**config.mk**
```make
export PLATFORM = sky130hd
export DESIGN_NAME = idl_byte_tokenizer_core
export DESIGN_NICKNAME = d
export VERILOG_FILES = /design/src/sv/ibt_pkg.sv /design/src/sv/idl_byte_tokenizer_core.sv /design/src/sv/ibt_lexer.sv /design/src/sv/ibt_token_fifo.sv
export SDC_FILE = /design/constraint.sdc
export NUM_CORES = 1
export LEC_CHECK = 0
export CAP_MARGIN = 10
export CORE_UTILIZATION = 46
export DETAILED_ROUTE_END_ITERATION = 12
export DONT_BUFFER_PORTS = 1
export GPL_TIMING_DRIVEN = 0
export PLACE_DENSITY = 0.7
export SLEW_MARGIN = 5
export SYNTH_ARGS = -nofsm -noshare
export SYNTH_HDL_FRONTEND = slang
export SYNTH_HIERARCHICAL = 1
export SYNTH_SLANG_ARGS = --single-unit
export TNS_END_PERCENT = 1
```
**constraint.sdc**
```tcl
create_clock -name clk -period 11.9 [get_ports clk]
set_input_delay 1.785 -clock clk [delete_from_list [all_inputs] [get_ports clk]]
set_output_delay 1.785 -clock clk [all_outputs]
set_load 0.01 [all_outputs]
```
**src/sv/ibt_pkg.sv**
```systemverilog
// Shared types, codes and keyword tables of the byte tokenizer.
// No dependencies.
package ibt_pkg;

  typedef enum logic [2:0] {
    MODE_IDLE    = 3'd0,
    MODE_IDENT   = 3'd1,
    MODE_NUMBER  = 3'd2,
    MODE_SLASH   = 3'd3,
    MODE_COMMENT = 3'd4
  } scan_mode_t;

  localparam logic [3:0] KIND_KEYWORD  = 4'd0;
  localparam logic [3:0] KIND_IDENT    = 4'd1;
  localparam logic [3:0] KIND_NUMBER   = 4'd2;
  localparam logic [3:0] KIND_EOF      = 4'd3;
  localparam logic [3:0] KIND_ERROR    = 4'd4;
  localparam logic [3:0] KIND_PLUS     = 4'd5;
  localparam logic [3:0] KIND_MINUS    = 4'd6;
  localparam logic [3:0] KIND_LPAREN   = 4'd7;
  localparam logic [3:0] KIND_RPAREN   = 4'd8;
  localparam logic [3:0] KIND_LBRACE   = 4'd9;
  localparam logic [3:0] KIND_RBRACE   = 4'd10;
  localparam logic [3:0] KIND_LBRACKET = 4'd11;
  localparam logic [3:0] KIND_RBRACKET = 4'd12;
  localparam logic [3:0] KIND_COMMA    = 4'd13;
  localparam logic [3:0] KIND_SEMI     = 4'd14;

  localparam logic [7:0] CH_NUL   = 8'h00;
  localparam logic [7:0] CH_TAB   = 8'h09;
  localparam logic [7:0] CH_NL    = 8'h0A;
  localparam logic [7:0] CH_CR    = 8'h0D;
  localparam logic [7:0] CH_SPACE = 8'h20;
  localparam logic [7:0] CH_SLASH = 8'h2F;
  localparam logic [7:0] CH_UNDER = 8'h5F;

  localparam logic [15:0] SAT16 = 16'hFFFF;

  localparam int NUM_KW = 5;
  localparam logic [15:0] KW_LEN [NUM_KW] = '{16'd7, 16'd3, 16'd7, 16'd5, 16'd4};
  localparam logic [7:0] KW_TEXT [NUM_KW][8] = '{
    '{"s", "e", "r", "v", "i", "c", "e", 8'h00},
    '{"r", "p", "c", 8'h00, 8'h00, 8'h00, 8'h00, 8'h00},
    '{"r", "e", "t", "u", "r", "n", "s", 8'h00},
    '{"i", "n", "t", "3", "2", 8'h00, 8'h00, 8'h00},
    '{"b", "o", "o", "l", 8'h00, 8'h00, 8'h00, 8'h00}
  };

  localparam int FIFO_DEPTH = 4;
  localparam int FIFO_AW    = 2;

  typedef struct packed {
    logic        last;
    logic [15:0] line;
    logic [15:0] length;
    logic [15:0] offset;
    logic [3:0]  kind;
  } token_t;

  typedef struct packed {
    logic [1:0] count;
    token_t     tok0;
    token_t     tok1;
  } step_t;

  function automatic logic is_alpha(input logic [7:0] c);
    return (c >= "a" && c <= "z") || (c >= "A" && c <= "Z");
  endfunction

  function automatic logic is_digit(input logic [7:0] c);
    return c >= "0" && c <= "9";
  endfunction

  function automatic logic [15:0] sat16_inc(input logic [15:0] v);
    return (v == SAT16) ? v : v + 16'd1;
  endfunction

  // drop every keyword that has no character at position len or whose character there differs from c
  function automatic logic [4:0] kw_match(input logic [4:0] hits, input logic [15:0] len,
                                          input logic [7:0] c);
    logic [4:0] r;
    r = hits;
    for (int k = 0; k < NUM_KW; k++) begin
      if (len >= KW_LEN[k] || KW_TEXT[k][len[2:0]] != c) r[k] = 1'b0;
    end
    return r;
  endfunction

  function automatic logic [3:0] ident_kind(input logic [4:0] hits, input logic [15:0] len);
    logic kw;
    kw = 1'b0;
    for (int k = 0; k < NUM_KW; k++) begin
      if (hits[k] && len == KW_LEN[k]) kw = 1'b1;
    end
    return kw ? KIND_KEYWORD : KIND_IDENT;
  endfunction

  function automatic logic [3:0] punct_kind(input logic [7:0] c);
    logic [3:0] r;
    unique case (c)
      "+":     r = KIND_PLUS;
      "-":     r = KIND_MINUS;
      "(":     r = KIND_LPAREN;
      ")":     r = KIND_RPAREN;
      "{":     r = KIND_LBRACE;
      "}":     r = KIND_RBRACE;
      "[":     r = KIND_LBRACKET;
      "]":     r = KIND_RBRACKET;
      ",":     r = KIND_COMMA;
      ";":     r = KIND_SEMI;
      default: r = KIND_ERROR;
    endcase
    return r;
  endfunction

  function automatic logic is_blank(input logic [7:0] c);
    logic r;
    case (c) inside
      CH_SPACE, CH_TAB, CH_CR: r = 1'b1;
      default:                 r = 1'b0;
    endcase
    return r;
  endfunction

endpackage

```
**src/sv/idl_byte_tokenizer_core.sv**
```systemverilog
// Top level of the byte tokenizer: scanner plus output token queue.
// Depends on ibt_pkg, ibt_lexer and ibt_token_fifo.
//
// Source bytes enter on the s_* channel, one item per byte; byte 0 ends the
// source and yields an EOF token, after which the scanner starts over.
// Tokens leave on the m_* channel; m_tlast marks the last token produced by
// one input byte. A byte yields zero, one or two tokens.
// A token is written into the queue when the byte that finishes it is
// accepted, and is offered on m_* once the tokens ahead of it are taken.
// Throughput: one byte per cycle while s_tready is high. The scanner
// decides all tokens of a byte combinationally and writes them into a
// four-entry queue; s_tready is high while at least two entries are free,
// so a byte that closes one token and starts another finds room for both.
// When the receiver stalls, the queue fills and s_tready falls; the token
// on m_* holds until taken. Reset (rst, synchronous) empties the queue and
// returns the scanner to idle at offset 0, line 1.
module idl_byte_tokenizer_core #(
  parameter int MAX_SOURCE_BYTES = 65536
) (
  input  logic        clk,
  input  logic        rst,
  input  logic        s_tvalid,
  output logic        s_tready,
  input  logic [7:0]  s_tdata,   // [7:0] source_byte
  output logic        m_tvalid,
  input  logic        m_tready,
  output logic [55:0] m_tdata,   // [3:0] kind, [19:4] offset, [35:20] length, [51:36] line
  output logic        m_tlast
);

  ibt_pkg::step_t  step;
  ibt_pkg::token_t tok;
  logic            in_fire;

  assign in_fire = s_tvalid && s_tready;

  ibt_lexer #(.MAX_SOURCE_BYTES(MAX_SOURCE_BYTES)) u_lexer (
    .clk     (clk),
    .rst     (rst),
    .in_fire (in_fire),
    .in_byte (s_tdata),
    .step    (step)
  );

  ibt_token_fifo u_fifo (
    .clk      (clk),
    .rst      (rst),
    .wr_en    (in_fire),
    .wr_step  (step),
    .room     (s_tready),
    .rd_en    (m_tready),
    .rd_valid (m_tvalid),
    .rd_tok   (tok)
  );

  assign m_tdata = {4'b0000, tok.line, tok.length, tok.offset, tok.kind};
  assign m_tlast = tok.last;

endmodule

```
**src/sv/ibt_lexer.sv**
```systemverilog
// Scanner state and per-byte token decode of the tokenizer.
// Depends on ibt_pkg.
module ibt_lexer #(
  parameter int MAX_SOURCE_BYTES = 65536
) (
  input  logic           clk,
  input  logic           rst,
  input  logic           in_fire,
  input  logic [7:0]     in_byte,
  output ibt_pkg::step_t step
);

  localparam int POS_LIMIT = (MAX_SOURCE_BYTES - 1 > 65535) ? 65535 : MAX_SOURCE_BYTES - 1;
  localparam logic [15:0] POS_LIM = POS_LIMIT[15:0];

  ibt_pkg::scan_mode_t mode, mode_next;
  logic [15:0] pos, pos_next;
  logic [15:0] pstart, pstart_next;
  logic [15:0] plen, plen_next;
  logic [15:0] line, line_next;
  logic [4:0]  hits, hits_next;

  logic        c_alpha, c_digit, c_ident, c_blank, go_idle;
  logic [15:0] pos_inc;

  assign c_alpha = ibt_pkg::is_alpha(in_byte);
  assign c_digit = ibt_pkg::is_digit(in_byte);
  assign c_ident = c_alpha || c_digit || in_byte == ibt_pkg::CH_UNDER;
  assign c_blank = ibt_pkg::is_blank(in_byte);
  assign pos_inc = (pos < POS_LIM) ? pos + 16'd1 : POS_LIM;

  always_comb begin
    unique case (mode)
      ibt_pkg::MODE_IDENT:   go_idle = !c_ident;
      ibt_pkg::MODE_NUMBER:  go_idle = !c_digit;
      ibt_pkg::MODE_SLASH:   go_idle = in_byte != ibt_pkg::CH_SLASH;
      ibt_pkg::MODE_COMMENT: go_idle = in_byte == ibt_pkg::CH_NUL || in_byte == ibt_pkg::CH_NL;
      default:               go_idle = 1'b1;
    endcase
  end

  // next state
  always_comb begin
    mode_next   = mode;
    pos_next    = pos;
    pstart_next = pstart;
    plen_next   = plen;
    line_next   = line;
    hits_next   = hits;
    unique case (mode)
      ibt_pkg::MODE_IDENT: begin
        if (c_ident) begin
          hits_next = ibt_pkg::kw_match(hits, plen, in_byte);
          plen_next = ibt_pkg::sat16_inc(plen);
          pos_next  = pos_inc;
        end
      end
      ibt_pkg::MODE_NUMBER: begin
        if (c_digit) begin
          plen_next = ibt_pkg::sat16_inc(plen);
          pos_next  = pos_inc;
        end
      end
      ibt_pkg::MODE_SLASH: begin
        if (!go_idle) begin
          mode_next = ibt_pkg::MODE_COMMENT;
          pos_next  = pos_inc;
        end
      end
      ibt_pkg::MODE_COMMENT: begin
        if (!go_idle) pos_next = pos_inc;
      end
      default: ;
    endcase
    if (go_idle) begin
      mode_next = ibt_pkg::MODE_IDLE;
      if (in_byte == ibt_pkg::CH_NUL) begin
        pos_next    = 16'd0;
        pstart_next = 16'd0;
        plen_next   = 16'd0;
        line_next   = 16'd1;
        hits_next   = 5'h1F;
      end else if (c_blank) begin
        pos_next = pos_inc;
      end else if (in_byte == ibt_pkg::CH_NL) begin
        line_next = ibt_pkg::sat16_inc(line);
        pos_next  = pos_inc;
      end else if (in_byte == ibt_pkg::CH_SLASH) begin
        mode_next   = ibt_pkg::MODE_SLASH;
        pstart_next = pos;
        pos_next    = pos_inc;
      end else if (c_alpha || in_byte == ibt_pkg::CH_UNDER) begin
        mode_next   = ibt_pkg::MODE_IDENT;
        pstart_next = pos;
        hits_next   = ibt_pkg::kw_match(5'h1F, 16'd0, in_byte);
        plen_next   = 16'd1;
        pos_next    = pos_inc;
      end else if (c_digit) begin
        mode_next   = ibt_pkg::MODE_NUMBER;
        pstart_next = pos;
        plen_next   = 16'd1;
        pos_next    = pos_inc;
      end else begin
        pos_next = pos_inc;
      end
    end
  end

  // tokens: one closing the open token, one started by the byte itself
  logic           close_vld, own_vld;
  ibt_pkg::token_t close_tok, own_tok;

  always_comb begin
    close_vld        = 1'b0;
    close_tok.kind   = ibt_pkg::KIND_ERROR;
    close_tok.offset = pstart;
    close_tok.length = plen;
    close_tok.line   = line;
    close_tok.last   = 1'b0;
    unique case (mode)
      ibt_pkg::MODE_IDENT: begin
        close_vld      = go_idle;
        close_tok.kind = ibt_pkg::ident_kind(hits, plen);
      end
      ibt_pkg::MODE_NUMBER: begin
        close_vld      = go_idle;
        close_tok.kind = ibt_pkg::KIND_NUMBER;
      end
      ibt_pkg::MODE_SLASH: begin
        close_vld        = go_idle;
        close_tok.length = 16'd1;
      end
      default: ;
    endcase

    own_tok.offset = pos;
    own_tok.line   = line;
    own_tok.last   = 1'b1;
    if (in_byte == ibt_pkg::CH_NUL) begin
      own_vld        = go_idle;
      own_tok.kind   = ibt_pkg::KIND_EOF;
      own_tok.length = 16'd0;
    end else begin
      own_vld = go_idle && !c_blank && in_byte != ibt_pkg::CH_NL &&
                in_byte != ibt_pkg::CH_SLASH && !c_ident;
      own_tok.kind   = ibt_pkg::punct_kind(in_byte);
      own_tok.length = 16'd1;
    end

    step.count = {1'b0, close_vld} + {1'b0, own_vld};
    step.tok1  = own_tok;
    if (close_vld) begin
      step.tok0      = close_tok;
      step.tok0.last = !own_vld;
    end else begin
      step.tok0 = own_tok;
    end
  end

  always_ff @(posedge clk) begin
    if (rst) begin
      mode   <= ibt_pkg::MODE_IDLE;
      pos    <= 16'd0;
      pstart <= 16'd0;
      plen   <= 16'd0;
      line   <= 16'd1;
      hits   <= 5'h1F;
    end else if (in_fire) begin
      mode   <= mode_next;
      pos    <= pos_next;
      pstart <= pstart_next;
      plen   <= plen_next;
      line   <= line_next;
      hits   <= hits_next;
    end
  end

endmodule

```
**src/sv/ibt_token_fifo.sv**
```systemverilog
// Four-entry token queue: takes up to two tokens a cycle, gives one.
// Depends on ibt_pkg.
module ibt_token_fifo (
  input  logic             clk,
  input  logic             rst,
  input  logic             wr_en,
  input  ibt_pkg::step_t   wr_step,
  output logic             room,
  input  logic             rd_en,
  output logic             rd_valid,
  output ibt_pkg::token_t  rd_tok
);

  ibt_pkg::token_t mem [ibt_pkg::FIFO_DEPTH];
  logic [ibt_pkg::FIFO_AW-1:0] wr_ptr, rd_ptr;
  logic [ibt_pkg::FIFO_AW:0]   count;
  logic [1:0]                  wr_n;
  logic                        rd_do;

  localparam logic [ibt_pkg::FIFO_AW:0] ROOM_MAX = (ibt_pkg::FIFO_AW + 1)'(ibt_pkg::FIFO_DEPTH - 2);

  assign room     = count <= ROOM_MAX;
  assign rd_valid = count != '0;
  assign rd_tok   = mem[rd_ptr];
  assign rd_do    = rd_en && rd_valid;
  assign wr_n     = wr_en ? wr_step.count : 2'd0;

  always_ff @(posedge clk) begin
    if (wr_n != 2'd0) mem[wr_ptr] <= wr_step.tok0;
    if (wr_n == 2'd2) mem[wr_ptr + 1'b1] <= wr_step.tok1;
  end

  always_ff @(posedge clk) begin
    if (rst) begin
      wr_ptr <= '0;
      rd_ptr <= '0;
      count  <= '0;
    end else begin
      wr_ptr <= wr_ptr + ibt_pkg::FIFO_AW'(wr_n);
      rd_ptr <= rd_ptr + ibt_pkg::FIFO_AW'(rd_do);
      count  <= count + (ibt_pkg::FIFO_AW + 1)'(wr_n) - (ibt_pkg::FIFO_AW + 1)'(rd_do);
    end
  end

endmodule

```
=== Yosys cells after proc, flatten, opt, wreduce, memory -nomap -nowiden ===
Memory sizes are Yosys's and may differ from the RTL's. A register that Yosys moved wholly into a read port is not among the register bits.
Cells that the tools add are included.

* Bits in registers: 79
* Memory bits (writable): 212
* Memory bits (read-only): 320
* Input bits: 12
* Word-level logic and storage cells: 208
* Memories kept: 6

{| class="wikitable"
|+ Memory list
! memory !! words !! bits a word !! rd ports !! clocked after Yosys merged registers in !! write ports !! line !! RTL
|-
| u_fifo.mem || 4 || 53 || 1 || 1 || 2 || ibt_token_fifo.sv:14 || <nowiki>ibt_pkg::token_t mem [ibt_pkg::FIFO_DEPTH];</nowiki>
|-
| (name not given) || 8 || 8 || 1 || 0 || 0 || ibt_pkg.sv:84 || <nowiki>if (len >= KW_LEN[k] || KW_TEXT[k][len[2:0]] != c) r[k] = 1'b0;</nowiki>
|-
| (name not given) || 8 || 8 || 1 || 0 || 0 || ibt_pkg.sv:84 ||
|-
| (name not given) || 8 || 8 || 1 || 0 || 0 || ibt_pkg.sv:84 ||
|-
| (name not given) || 8 || 8 || 1 || 0 || 0 || ibt_pkg.sv:84 ||
|-
| (name not given) || 8 || 8 || 1 || 0 || 0 || ibt_pkg.sv:84 ||
|}

* $add $sub $neg: 9
* Magnitude comparators: 13
* Equality and inequality tests: 43
* Muxes and demuxes: 85
* Bitwise operators: 1
* Reduce and logical (&&, ||, !) cells: 42

{| class="wikitable"
|+ Operator list
! kind !! number
|-
| 16-bit 2-to-1 mux || 26
|-
| 8-bit 2-to-1 mux || 10
|-
| 8-bit by 6-bit equality test with 1-bit output (second input constant) || 8
|-
| 53-bit 2-to-1 mux || 1
|-
| 16-bit by 1-bit adder with 16-bit output (second input constant) || 3
|-
| 16-bit by 3-bit equality test with 1-bit output (second input constant) || 3
|-
| 16-bit by 3-bit greater-or-equal comparator with 1-bit output (second input constant) || 3
|-
| 16-bit one-hot mux with 3 select lines || 1
|-
| 8-bit by 7-bit equality test with 1-bit output (second input constant) || 5
|-
| 5-bit 2-to-1 mux || 8
|-
| 8-bit != test || 5
|-
| 4-bit one-hot mux with 10 select lines || 1
|-
| 16-bit equality test (second input constant) || 2
|-
| 7-bit by 8-bit != test with 1-bit output (first input constant) || 4
|-
| 16-bit one-hot mux with 2 select lines || 1
|-
| 8-bit by 4-bit equality test with 1-bit output (second input constant) || 3
|-
| 1-bit 2-to-1 mux || 24
|-
| 3-bit 2-to-1 mux || 7
|-
| 16-bit by 2-bit equality test with 1-bit output (second input constant) || 1
|-
| 16-bit by 2-bit greater-or-equal comparator with 1-bit output (second input constant) || 1
|-
| 8-bit by 7-bit greater-or-equal comparator with 1-bit output (second input constant) || 2
|-
| 8-bit by 7-bit less-or-equal comparator with 1-bit output (second input constant) || 2
|-
| 16-bit < comparator (second input constant) || 1
|-
| 1-bit logical AND || 14
|-
| other kinds (34) || 57
|}

=== Logic depth before layout (Yosys ltp) ===
Gate-level depths: netlist (run 1).

* Depth after elaboration: 17
* Gate-level depth with buffers: 16

=== By module ===
The synthesis (run 1) kept the hierarchy.

{| class="wikitable"
|+ By module, submodules not included
! module !! instances !! cells each !! area each (um^2) !! sequential area each (um^2)
|-
| ibt_token_fifo || 1 || 564 || 10869.2 || 6506.2
|-
| ibt_lexer || 1 || 750 || 5636.7 || 1441.4
|-
| idl_byte_tokenizer_core || 1 || 6 || 40.0 || 0.0
|}

=== Least setup slack after synthesis (run 1) ===
OpenSTA, ideal clock, no wires.

* Path kind: input port to flip-flop
* Start: input s_tdata[2]
* End: memory u_fifo/mem[1][0] (netlist bit) (enable)
* Setup time: 464 ps
* Arrival time: 6182 ps
* Setup slack: 5254 ps
* Stages on the path: 11
* Buffers on the path: 2
* Cell sequence: buf_2 > or4_4 > o21ai_4 > o2111a_4 > buf_6 > o221ai_2 > o21ai_0 > ha_1 > mux2_2 > nand2_1 > nor2_1

{| class="wikitable"
|+ RTL lines
! what !! line !! RTL
|-
| from (decl) || idl_byte_tokenizer_core.sv:24 || <nowiki>input logic [7:0] s_tdata,</nowiki>
|-
| to (decl) || ibt_token_fifo.sv:14 ||
|}

==> run metrics, run 1 <==
Yosys cell types=just under 90; Die Y=191.7 um; antenna-violating nets left=0; Tcrit/Tclk final=47.12%; Pleak=0.006338 uW; Num Clock Sinks=just under 300; Worst-Skew Late Latency=0.56 ns; DR WL/cell=about 22 um; CTS tree=done; maximum root-to-sink buffer count=3; vias per cell=between 5 and 6; PwrDens=about 160 nW/um^2; CP max-delay cell=nor3_2; hold crit path type=reg -> reg; CP Max Fanout=13; total wire length=40.86 mm; Data arrival, critical path=5.90 ns; RSZ-0062 raised after global routing=false; top-count cell post-synth=edfxtp_1; depth of the worst register-to-register path=12; pin count of the biggest net entering global routing=41; n_diodes=0; sequential-to-total area share from yosys stat=between 40% and 50%; first-pass GRT wire length=63.10 mm; layout cells sized above 1=between 30% and 40%; peak supply drop=0.1077 mV; post-CTS setup buffer count=0; Final Max Slew Viols=0; main flop type after synthesis=edfxtp_1; outcome=finished clean; worst r2r src=u_lexer/mode[2]; Worst Skew=0.01992 ns; top-area cell type share of the netlist area=roughly two fifths; Yosys reg bits=291; Hold Vio Cnt, Final=0; ys async rst share=0%; Worst-path clk slew=0.06 ns; I/O Buffers=0; H-tree levels=1; Fmax achieved=approximately 180 MHz; synthesized area=between 15,000 and 20,000 um^2; Setup crit start=s_tdata[7]; Global Route met1 Usage=28.86%; Core ar.=35,480 um^2; Die X=191.7 um; Worst-Margin Slew=1.254 ns; DR vias=11,070; DIE AREA=around 37,000 um^2; Synth area leaders=edfxtp_1 (38%), mux2_2 (12%), dfxtp_1 (9.6%); dpl cell area=17,330 um^2; r2r endpoint=u_fifo/mem[1][21]; Slew HR=15.66%; gr usage total=22.27%; critical path endpoint category=register; crit path buf inv count=4; Final #Nets=roughly 1,400; commonest cells in the netlist=edfxtp_1 (212), mux2_2 (177), dfxtp_1 (79), nor2_1 (56), buf_4 (55); Initial Util=46.63%; most used cell, CP=clkbuf_1; final global-route overflow total=0; cell area after layout=18,320 um^2; Yosys top cell by area=edfxtp_1; worst hold stages=2; crit path launch type=primary input; Synth Area per Inst=12.53 um^2; number of antenna violations at the first check in global routing=0; setup TNS=0 ns; CTS Hold Bufs=0; synth-to-layout area growth=10.72%; GPL Wtd Cong=between 0.8 and 0.9; vias in the first global route=about 11,000; CP delay by family, top=buffers and inverters; hold path endpoint=u_lexer/pstart[10]; max-cap violation count=0; Worst Path Class, Setup=in -> reg; busiest grt layer=met2; drt pass-1 iters=5; EDFF count, synth=212; CP required=12.19 ns; DRC Markers=0; Cell Rows=69; met3 usage=under 10%; Initial DRC Count=1,067; Reg2Reg Setup Slack=7.37 ns; Synth Warn #=6; hold_sp=u_lexer/pstart[10]; GR Util met2=between 30% and 40%; Root Buffer Master=clkbuf_16; post-CTS sizing=0; CP max stage delay=0.53 ns; fin crit period=5.607 ns; num ports=71; CP cell instances=clkbuf_1, or4_1, nor2_2, inv_1, clkbuf_1, o21ai_0, ha_1, nand3b_4, nor3_2, buf_2, mux2_2; Num CTS Buffers=30; DP HPWL=roughly 28 mm; Post-Syn Instances=1,320; final count of negative-setup-slack endpoints=0
==> worst max-delay path by stage <==
stage | endpoint | depth (start not counted)
after detailed placement | u_fifo/mem[1][12] | 11
after global placement | u_fifo/mem[1][24] | 10
final | u_fifo/mem[1][21] | 11
after CTS | u_fifo/mem[1][20] | 11
after floorplan | u_fifo/mem[1][0] | 11
after global routing | u_fifo/mem[1][21] | 11
==> stage by stage <==
step / hold slack [ns] / std cells / setup WS, ns / power, uW / util (%)
global placement: 0.4589 / 1798 / 2.616 / 2013 / 48.44
floorplan: 0.4503 / 1337 / 5.254 / 1820 / -
global route: 0.4970 / 1859 / 6.096 / 3079 / 51.63
CTS: 0.4760 / 1859 / 6.354 / 2983 / 51.63
finish: 0.4749 / 1859 / 6.293 / 2958 / 51.63
detailed placement: 0.4667 / 1803 / 5.762 / 2038 / 48.83
==> routing by layer <==
metal | routed length (um) | share of wire (%)
met2 | 20610 | 50
met5 | 0 | 0
met1 | 17050 | 42
met4 | 545 | 1.3
met3 | 2652 | 6.5
==> power by group <==
part           switching (uW)  internal [uW]
Clock                     381            562
Sequential               35.6           1220
Combinational             463            292
==> worst reg2reg max path, cell delays in order, from the launching register on <==
cell and delay, ns:
dfxtp_1 0.29, clkbuf_1 0.21, or3b_2 0.53, o21ai_0 0.13, o2111a_4 0.30, buf_6 0.17
o221ai_2 0.15, o21ai_0 0.52, ha_1 0.40, nand3b_4 0.21, nor3_2 0.53, buf_2 0.44
mux2_2 0.38
==> layout make-up <==
type	instances	area (um^2)
well taps	461	576.8
clock buffers	39	805.8
multi-input cells	879	7701
plain buffers	145	904.6
inverters	22	82.58
clock inverters	17	185.2
flip-flops and latches	291	7948
fillers	3003	17160
repair buffers	5	115.1
==> cells by family (layout without fill, tap and decap cells) <==
group                      after synthesis  count (layout)  synth area share (%)
AOI/OAI and AO/OA                      219             219                 8.674
and+or+nand+nor                        307             307                 10.21
xor gates and xnor gates                34              34                 1.800
muxes                                  284             284                 24.07
DFF                                    291             291                 48.03
other                                    3              20               0.06805
adders and majority gates               15              15                 1.180
buffers and inverters                  167             228                 5.966
==> sequential cells by signal, summed over array words and instances, names as in the netlist <==
register	count
u_fifo/mem	212
u_lexer/line	16
u_lexer/plen	16
u_lexer/pos	16
u_lexer/pstart	16
u_lexer/hits	5
u_fifo/count	3
u_lexer/mode	3
u_fifo/rd_ptr	2
u_fifo/wr_ptr	2
==> placed cells by master (no fill, tap or decap), types with 42 or more instances in the layout <==
master / Yosys / routed
a21oi_1: 52 / 52
buf_4: 55 / 55
clkbuf_1: 43 / 51
dfxtp_1: 79 / 79
edfxtp_1: 212 / 212
mux2_2: 177 / 177
mux2_4: 51 / 51
mux4_2: 53 / 53
nand2_1: 54 / 54
nand3_1: 42 / 42
nor2_1: 56 / 55
o21ai_0: 54 / 54
Power figures use the tool's default switching activity.
==> inputs of run 2 (changes only) <==
--- a/config.mk
+++ b/config.mk
@@ -10,7 +10,7 @@
 export DETAILED_ROUTE_END_ITERATION = 12
 export DONT_BUFFER_PORTS = 1
 export GPL_TIMING_DRIVEN = 0
-export PLACE_DENSITY = 0.7
+export PLACE_DENSITY = 0.72
 export SLEW_MARGIN = 5
 export SYNTH_ARGS = -nofsm -noshare
 export SYNTH_HDL_FRONTEND = slang
==> constraint.sdc (replaced) <==
create_clock -name clk -period 4.74 [get_ports clk]
set_input_delay 0.711 -clock clk [delete_from_list [all_inputs] [get_ports clk]]
set_output_delay 0.711 -clock clk [all_outputs]
set_load 0.01 [all_outputs]
==> run metrics, run 2 (same netlist as run 1, synthesis figures left out) <==
Die Y=191.7 um; Hold Vio Cnt, Final=0; Initial Util=46.63%; peak supply drop=0.3624 mV; DR WL/cell=21.86 um; RSZ-0062 raised after global routing=false; DP HPWL=28.05 mm; fillers=2,943; DIE AREA=between 30,000 and 40,000 um^2; Root Buffer Master=clkbuf_16; Die X=191.7 um; post-CTS setup buffer count=0; Num CTS Buffers=30; DRC Markers=0; Core ar.=35,480 um^2; first-pass GRT wire length=62.87 mm; layout cells sized above 1=33.05%; number of antenna violations at the first check in global routing=0; Num Clock Sinks=291; DR vias=around 11,000; max reg flops=212; outcome=finished clean; CP Max Fanout=10; Final #Nets=1,401; drt pass-1 iters=5; GPL Wtd Cong=0.9241; Largest Register=u_fifo/mem; setup TNS=0 ns; num ports=71; H-tree levels=1; Worst-path clk slew=0.06 ns; Worst Path Class, Setup=reg -> reg; most frequent cells in the layout=edfxtp_1 (212), mux2_2 (177), dfxtp_1 (79); Initial DRC Count=roughly 790; Tcrit/Tclk final=95.85%; vias per cell=6.024; Pleak=0.006416 uW; max-cap violation count=0; Final Max Slew Viols=0; hold crit path type=in -> reg; critical path endpoint category=register; final count of negative-setup-slack endpoints=0; PwrDens=418.2 nW/um^2; antenna-violating nets left=0; maximum root-to-sink buffer count=3; gr usage total=22.11%; synth-to-layout area growth=11.70%; Worst-Skew Late Latency=0.56 ns; Multi-input gate area=7701 um^2; crit path launch type=register; fin crit period=4.543 ns; Cell Rows=69; CP required=slightly above 5 ns; final global-route overflow total=0; post-CTS sizing=0; Slew HR=16.71%; commonest non-fill, non-tap cell in the layout=edfxtp_1; Fmax achieved=220.1 MHz; Worst Skew=0.006903 ns; Storage cell area=slightly below 8000 um^2; Worst-Margin Slew=1.238 ns; I/O Buffers=0; CTS tree=done; vias in the first global route=approximately 11,000; Final Util=52.09%; Data arrival, critical path=4.85 ns; pin count of the biggest net entering global routing=40; total wire length=just over 40 mm; CTS Hold Bufs=0
[run 2: path summary, 6_finish.rpt]
check / startpoint / endpoint / slack (ns) / depth (start not counted)
min reg2reg: u_lexer/pstart[10] / u_lexer/pstart[10] / 0.47 / 2
max reg2reg: u_lexer/mode[1] / u_fifo/mem[0][23] / 0.20 / 12
max: u_lexer/mode[1] / u_fifo/mem[0][23] / 0.20 / 12
min: rst / u_fifo/count[1] / 0.21 / 1
[run 2: final cells by class]
cell class              count  area share [%]
clock buffers              45           5.220
diodes                      1         0.01354
repair buffers              5          0.6228
flip-flops and latches    291           43.00
multi-input cells         879           41.67
inverters                  22          0.4468
well taps                 461           3.121
plain buffers             145           4.895
clock inverters            11           1.009
[run 2: worst max-delay path: stages, from the launching register on]
cell	delay, ns
dfxtp_1	0.31
buf_2	0.21
xor2_1	0.19
nor2b_1	0.42
o2111a_4	0.38
buf_6	0.17
o221ai_2	0.15
o21ai_0	0.48
ha_1	0.39
nand3b_4	0.21
nor2_2	0.53
buf_2	0.45
mux2_2	0.39
[run 2: per-layer routing]
metal / vias up / part of all wire (%) / global-route usage, %
met1: 5547 / 40 / 27.87
met5: - / 0 / 0
met3: 82 / 7.3 / 3.800
li1: 5127 / - / -
met4: 0 / 2.4 / 6.838
met2: 449 / 50 / 38.55
[run 2: through the flow]
step / area [um^2] / std cells / hold WS (ns) / setup slack [ns] / total power (uW)
after floorplan: 16610 / 1337 / 0.4503 / 0.04985 / 4569
final: 18480 / 1860 / 0.2070 / 0.1967 / 7729
after CTS: 18480 / 1859 / 0.1847 / 0.2547 / 7782
after global routing: 18480 / 1859 / 0.1885 / 0.04548 / 8015
after detailed placement: 17330 / 1803 / 0.4668 / -0.3069 / 5109
after global placement: 17190 / 1798 / 0.4597 / -1.713 / 5042
[run 2: where the power goes]
part           switching, uW  total, uW  internal (uW)
registers               90.1       3160           3070
clock network            995       2680           1680
logic                   1160       1890            736
total                   2240       7730           5490
